`src/rtl/core/acrbs_ram.sv`:
```
`default_nettype none
module acrbs_ram #(
    parameter int unsigned WIDTH = 8,
    parameter int unsigned DEPTH = 64
) (
    input  wire logic                     aclk,
    input  wire logic                     we,
    input  wire logic [$clog2(DEPTH)-1:0] waddr,
    input  wire logic [WIDTH-1:0]         wdata,
    input  wire logic [$clog2(DEPTH)-1:0] raddr,
    output logic      [WIDTH-1:0]         rdata
);
    logic [WIDTH-1:0] mem [DEPTH];

    always_ff @(posedge aclk) begin
        if (we) begin
            mem[waddr] <= wdata;
        end
        rdata <= mem[raddr];
    end
endmodule
`default_nettype wire

```
`config.mk`:
```
export PLATFORM = sky130hd
export DESIGN_NAME = acrbs_ram
export DESIGN_NICKNAME = d
export VERILOG_FILES = /design/src/rtl/core/acrbs_ram.sv
export SDC_FILE = /design/constraint.sdc
export NUM_CORES = 1
export LEC_CHECK = 0
export BUFFER_PORTS_ARGS = -buffer_cell sky130_fd_sc_hd__buf_2
export CAP_MARGIN = 20
export CORE_AREA = 4 4 189 191
export DETAILED_ROUTE_END_ITERATION = 12
export DIE_AREA = 0 0 193 195
export PLACE_DENSITY = 0.87
export SYNTH_ARGS = -nofsm -noshare
export SYNTH_HDL_FRONTEND = slang
export SYNTH_SLANG_ARGS = --single-unit
export TNS_END_PERCENT = 1
```
`constraint.sdc`:
```
create_clock -name aclk -period 3.75 [get_ports aclk]
set_input_delay 0.5625 -clock aclk [delete_from_list [all_inputs] [get_ports aclk]]
set_output_delay 0.5625 -clock aclk [all_outputs]
set_load 0.05 [all_outputs]
```
== After elaboration in Yosys (flattened, before gate mapping) ==
Memories as Yosys holds them, arrays and structs flattened. A register that Yosys moved wholly into a read port is not among the register bits.
Index checks and enable logic that the tools add are counted.

* Add/subtract/negate cells: 0
* Multipliers: 0
* Div/mod/pow operators: 0
* Magnitude comparators: 0
* Equal/unequal tests: 0
* Shift operators: 0
* Multiplexer cells: 2
* Bitwise operators: 0
* Reductions and logical operators: 0

{| class="wikitable"
|+ Operators by type and width
! operator !! number
|-
| $mux W1 || 2
|}

* Flip-flop bits (word level): 0
* Latch bits: 0
* RAM bits: 512
* ROM bits: 0
* Output and inout bits: 8
* Logic and storage cells: 3
* Memories: 1

{| class="wikitable"
|+ Memory list
! name !! words !! bits a word !! read ports !! clocked after memory_dff !! wr ports !! RTL line !! RTL
|-
| mem || 64 || 8 || 1 || 1 || 1 || 13 || <nowiki>logic [WIDTH-1:0] mem [DEPTH];</nowiki>
|}

== Depth between registers and ports, before layout ==
Gate-level depths: netlist of the first run.

* Word-level depth: 2
* Gate-level depth with buffers: 9

== Worst setup path before layout of the first run ==
Ideal clock, no wire load.

* Kind: input to register
* From: input port raddr[1]
* To: register rdata[3], read port of mem
* Arrival time: 2.102 ns
* Data required time: 3.622 ns
* Slack: 1.520 ns
* Cell stages on the path: 7
* Path buffers: 3
* Cell sequence: buf_4 > buf_2 > buf_2 > mux4_2 > mux4_2 > o21ai_1 > o41ai_1

{| class="wikitable"
|+ RTL lines
! element !! RTL line !! RTL
|-
| start, declared || 10 || <nowiki>input wire logic [$clog2(DEPTH)-1:0] raddr,</nowiki>
|-
| end, declared || 11 || <nowiki>output logic [WIDTH-1:0] rdata</nowiki>
|}

==> results of run 1 <==
[state kept, by name, indices dropped and copies added (netlist names)]
register  cells
mem         512
rdata         8
[cell families (layout without fill, tap and decap cells)]
logic type             Yosys count  after routing  share of synthesized area
DFF                            520            520                      0.770
muxes                          162            162                      0.159
and+or+nand+nor                153            153                     0.0339
buffers and inverters           51            140                     0.0157
AOI/OAI and AO/OA               54             54                     0.0207
[metal layers]
metal / track usage / share of wire / vias up
li1: - / - / 4033
met1: 0.364 / 0.37 / 5164
met2: 0.382 / 0.48 / 731
met3: 0.0447 / 0.10 / 151
met4: 0.0931 / 0.045 / 10
met5: 0 / 0.0017 / -
[final timing paths]
path	start	endpoint	slack, ns	depth (start not counted)
worst max-delay path	raddr[0]	rdata[6]$_DFF_P_	1.23	6
worst min-delay path	wdata[7]	mem[32][7]$_DFFE_PP_	0.40	1
worst min register to register	mem[26][4]$_DFFE_PP_	rdata[4]$_DFF_P_	0.89	3
worst max register to register	mem[20][6]$_DFFE_PP_	rdata[6]$_DFF_P_	1.37	5
[cells in the mapped netlist, types with 3 or more instances]
cell	n
o2111ai_1	3
nand3b_1	3
nor3_1	7
o221ai_1	8
nand2b_1	7
nor2b_1	14
buf_2	11
mux2i_1	23
o22ai_1	8
a211oi_1	4
a22oi_1	3
a221oi_1	6
buf_6	4
o2bb2ai_1	3
clkbuf_1	17
edfxtp_1	512
nand2_1	19
mux2_2	13
a21oi_1	3
mux4_2	126
nor2_1	83
buf_1	4
buf_4	13
nand3_1	13
dfxtp_1	8
[worst reg2reg max path: cells and delay by family, from the launching register on]
kind	cells	cell delay, ns
AO/OA/AOI/OAI	2	0.48
flip-flops	1	0.43
multiplexers	2	0.81
AND/OR/NAND/NOR	1	0.52
[power by group]
| part | internal [µW] | switching [µW] |
|---|---|---|
| logic | 234 | 413 |
| clock network | 2440 | 2030 |
| registers | 6430 | 26.3 |
[placed cells by master (no fill, tap or decap), types with 3 or more instances in the layout]
master and instances:
a211oi_1 4, a21oi_1 3, a221oi_1 6, a22oi_1 3, buf_12 10, buf_2 26
buf_4 18, clkbuf_1 8, clkbuf_16 47, clkbuf_8 4, clkinv_1 5, clkinv_2 14
clkinvlp_4 4, dfxtp_1 8, edfxtp_1 512, inv_6 3, mux2_2 13, mux2i_1 23
mux4_2 126, nand2_1 19, nand2b_1 7, nand3_1 13, nand3b_1 3, nor2_1 83
nor2b_1 14, nor3_1 7, o2111ai_1 3, o221ai_1 8, o22ai_1 8, o2bb2ai_1 3
[metrics by stage]
stage                     hold slack, ns   util  instances  total power [µW]
after global routing               0.403  0.654       1484             11900
after CTS                          0.453  0.650       1476             11600
after floorplan                    0.661      -        940              6950
after detailed placement           0.817  0.608       1391              7200
after global placement             0.798  0.608       1391              7170
final                              0.404  0.654       1484             11600
[layout make-up]
class                      count  share of cell area
multi-input combinational    369               0.193
tap                          455              0.0255
clock inverter                27             0.00785
sequential                   520               0.696
clock buffer                  58              0.0559
timing repair buffer          55              0.0215
==> metrics.yaml, run 1 <==
antenna_found_initial: 5
crit_type: "in -> reg"
hold_viol: 0
wl_mm: 45.6
slowest_stage: "mux4_2"
yosys.area.top_type: "edfxtp_1"
final_layout_size_suffix_gt1_frac: 0.260
startpoint_type: "input pin"
endpoint_kind: "flop"
cp.required_ns: 4.16
grt_first_pass_wirelength_mm: 68.5
fp.dieArea_um2: 37600
p_per_area_nw_per_um2: 519
peakVddDrop_mv: 0.350
cts_tree: "yes"
start_util: 0.591
clk_latency_ns: 0.55
grt_max_degree: 65
clk_pin_slew_ns: 0.07
placed_area_um2: 20700
syn_nets: 962
wl_per_cell_um: 30.7
total_leakage_power_uw: 0.00694
ys.flop_type: "edfxtp_1"
finalSetupViolCount: 0
port_buffers: 29
drc: 0
grtUsageTotal: 0.248
cts-resized-gates: 0
vias_per_cell: 6.80
drv_slew: 0
cp_max_fo: 38
worst_pin_slew_ns: 1.00
h-tree-depth: 2
rows: 68
finalWorstSetupSlack_ns: 1.23
grt_overflow: 0
grt_pass1_vias: 10300
cts-root-buf: "clkbuf_16"
drt.antenna.violating_nets: 0
layout.nets: 1015
slew_headroom: 0.329
synth_seq_cells: 520
synth-edff-count: 512
fp.coreArea_um2: 34100
crit_arrival_ns: 2.93
crit_chain: "clkbuf_8 -> mux4_2 -> mux2_2 -> o221a_2 -> nor3_1 -> o32ai_1"
outcome: "finished, final reports clean"
finalCritPeriodShare: 0.673
die_w_um: 193
drt_iter0_drc: 1497
fillers: 2032
cp_top_family: "multiplexers"
syn2layout_area_growth_pct: 10.7
dp_slack_ns: 0.704
die_h_um: 195
cap_violations: 0
postCtsHoldBufs: 0
async_flop_share: 0
multi_input_area_um2: 4320
numCtsBuffers: 47
synth_cell_types: 40
cts_buffer_depth: 3
seq_area_frac_synth: 0.770
finalWeightedCongestion: 0.855
cts_setup_buffers: 0
cts_num_sinks: 520
dr.pass1.iters: 5
syn-cell-area_um2: 20200
seq_area_um2: 15500
hpwl_mm: 26.7
max_freq_mhz: 396
syn_inst: 940
path_buf_inv: 1
synth_top_area_frac: 0.762
rsz0062_at_grt: "false"
critPathMaxStageDelay_ns: 0.60
antenna_cells: 0
finalCriticalPeriod_ns: 2.52
yosysWarnings: 0
synth.area.top_cells: "edfxtp_1, mux4_2, nor2_1"
finClkSkew_ns: 0.0218
syn_avg_cell_area_um2: 21.5
hp-class: "in -> reg"
dr_total_vias: 10100
pin_count: 30
fin_area_um2: 22300
setup_tns_ns: 0
Note: power is estimated with default switching activity, not from simulation.
==> run 2, diff against run 1 <==
CORE_AREA = 4 4 195 197   (was 4 4 189 191)
DIE_AREA = 0 0 199 201   (was 0 0 193 195)
PLACE_DENSITY = 0.85   (was 0.87)
clock period = 2.15 ns   (was 3.75 ns; I/O delays follow)
==> metrics.yaml, run 2 (synthesis gave the netlist of run 1 again) <==
outcome: "finished, final reports clean"  # unchanged
finalWeightedCongestion: 0.871  # was 0.855
die_h_um: 201  # was 195 µm
hold_viol: 0  # unchanged
crit_type: "reg -> reg"  # was in -> reg
worstHoldEndpoint: "mem[56][4]$_DFFE_PP_"  # was mem[32][7]$_DFFE_PP_
drt_iter0_drc: 1485  # was 1497
drv_slew: 0  # unchanged
cp_max_fo: 1  # was 38
clk_pin_slew_ns: 0.07  # about the same
endpoint_kind: "flop"  # unchanged
dr.pass1.iters: 6  # was 5
fp.dieArea_um2: 40000  # was 37600 µm²
finClkSkew_ns: 0.0237  # was 0.0218 ns
reg2reg_from: "mem[21][6]$_DFFE_PP_"  # was mem[20][6]$_DFFE_PP_
antenna_found_initial: 4  # was 5
top_register: "mem"  # unchanged
critPathMaxStageDelay_ns: 0.48  # was 0.60 ns
cts-resized-gates: 0  # unchanged
top_regs: "mem: 512 flops, rdata: 8 flops"  # unchanged
grtUsageTotal: 0.232  # was 0.248
rows: 70  # was 68
hp-class: "in -> reg"  # unchanged
min_delay_path_depth: 1  # unchanged
utilization: 0.641  # was 0.654
finalCriticalPeriod_ns: 2.09
total_leakage_power_uw: 0.00755  # was 0.00694 µW
vias_per_cell: 6.48  # was 6.80
cts_num_sinks: 520  # unchanged
slowest_stage: "mux4_2"  # unchanged
p_per_area_nw_per_um2: 885  # was 519 nW/µm²
cts_tree: "yes"  # unchanged
grt_overflow: 0  # unchanged
placed_area_um2: 21700  # was 20700 µm²
port_buffers: 29  # unchanged
cts_buffer_depth: 3  # unchanged
cts_setup_buffers: 0  # unchanged
crit_arrival_ns: 2.53  # was 2.93 ns
fin_area_um2: 23300  # was 22300 µm²
fp.coreArea_um2: 36300  # was 34100 µm²
clk_latency_ns: 0.56  # was 0.55 ns
slew_headroom: 0.596  # was 0.329
finalSetupViolCount: 0  # unchanged
pin_count: 30  # unchanged
layout.nets: 1123  # was 1015
largest_reg_flops: 512  # unchanged
cp.required_ns: 2.59  # was 4.16 ns
die_w_um: 199  # was 193 µm
holdCritStartpoint: "wdata[4]"  # was wdata[7]
drc: 0  # unchanged
peakVddDrop_mv: 0.653  # was 0.350 mV
rrSetupSlack_ns: 0.06  # was 1.37 ns
grt_first_pass_wirelength_mm: 69.2  # was 68.5 mm
finalCritPeriodShare: 0.974
cts-root-buf: "clkbuf_16"  # unchanged
grt_max_degree: 65  # unchanged
numCtsBuffers: 48  # was 47
start_util: 0.556  # was 0.591
rsz0062_at_grt: "false"  # unchanged
postCtsHoldBufs: 0  # unchanged
max_freq_mhz: 478
drt.antenna.violating_nets: 0  # unchanged
syn2layout_area_growth_pct: 15.3  # was 10.7%
grt_pass1_vias: 10700  # was 10300
rr_worst_depth: 5  # unchanged
path_buf_inv: 0  # was 1
wl_mm: 45.5  # was 45.6 mm
hpwl_mm: 28.6  # was 26.7 mm
final_common_cell: "edfxtp_1"  # unchanged
cp_top_family: "multiplexers"  # unchanged
startpoint_type: "flop"  # was input pin
worst_pin_slew_ns: 0.591  # was 1.00 ns
h-tree-depth: 2  # unchanged
dr_total_vias: 10400  # was 10100
crit_chain: "mux4_2 -> mux2_2 -> o221a_2 -> nor3_1 -> o32ai_1"  # was clkbuf_8 -> mux4_2 -> mux2_2 -> o221a_2 -> nor3_1 -> o32ai_1
wl_per_cell_um: 28.3  # was 30.7 µm
final_layout_size_suffix_gt1_frac: 0.322  # was 0.260
cap_violations: 0  # unchanged
final_cell_mix: "edfxtp_1, mux4_2, buf_4"  # was edfxtp_1, mux4_2, nor2_1
hold_ws_ns: 0.173  # was 0.404 ns
r2r-end: "rdata[6]$_DFF_P_"  # unchanged
[run 2: cell types whose count changed in the layout (fill, tap and decap cells not counted), sizes merged]
| cell | before | now |
|---|---|---|
| buf | 54 | 161 |
| bufinv | 1 | 3 |
| clkbuf | 59 | 66 |
| clkinvlp | 4 | 1 |
| diode | 0 | 2 |
| inv | 3 | 0 |
[run 2: worst max path at each step]
stage,slack [ns],depth (start not counted),to,start
floorplan,0.16,7,rdata[3]$_DFF_P_,raddr[1]
global placement,-0.28,7,rdata[0]$_DFF_P_,raddr[0]
detailed placement,-0.34,7,rdata[6]$_DFF_P_,raddr[0]
CTS,0.08,5,rdata[6]$_DFF_P_,mem[21][6]$_DFFE_PP_
global route,0.06,5,rdata[5]$_DFF_P_,mem[3][5]$_DFFE_PP_
finish,0.06,5,rdata[6]$_DFF_P_,mem[21][6]$_DFFE_PP_
[run 2: through the flow]
step	setup WS, ns	total power, µW	instances	TNS (ns)
CTS	0.0824	20600	1606	0
floorplan	0.160	12100	940	0
finish	0.0558	20600	1609	0
detailed placement	-0.336	12600	1518	-1.66
global placement	-0.280	12600	1518	-1.28
global route	0.0608	21200	1608	0
[run 2: area by class of cell]
class,instances,area (µm²)
diodes,2,5.00
clock buffers,65,1330
clock inverters,23,178
fillers,2252,13000
multi-input cells,369,4320
flip-flops and latches,520,15500
well taps,468,586
repair buffers,162,1310
[run 2: layer usage]
metal	wire length, µm	GRT usage
met3	4920	0.0502
met4	1680	0.0796
met5	46	0
met1	16400	0.327
met2	22500	0.367
[run 2: power breakdown]
| part | internal (µW) | leakage (µW) | switching, µW |
|---|---|---|---|
| Clock | 4670 | 0.000736 | 3480 |
| Combinational | 464 | 0.00214 | 724 |
| Sequential | 11200 | 0.00467 | 36.2 |
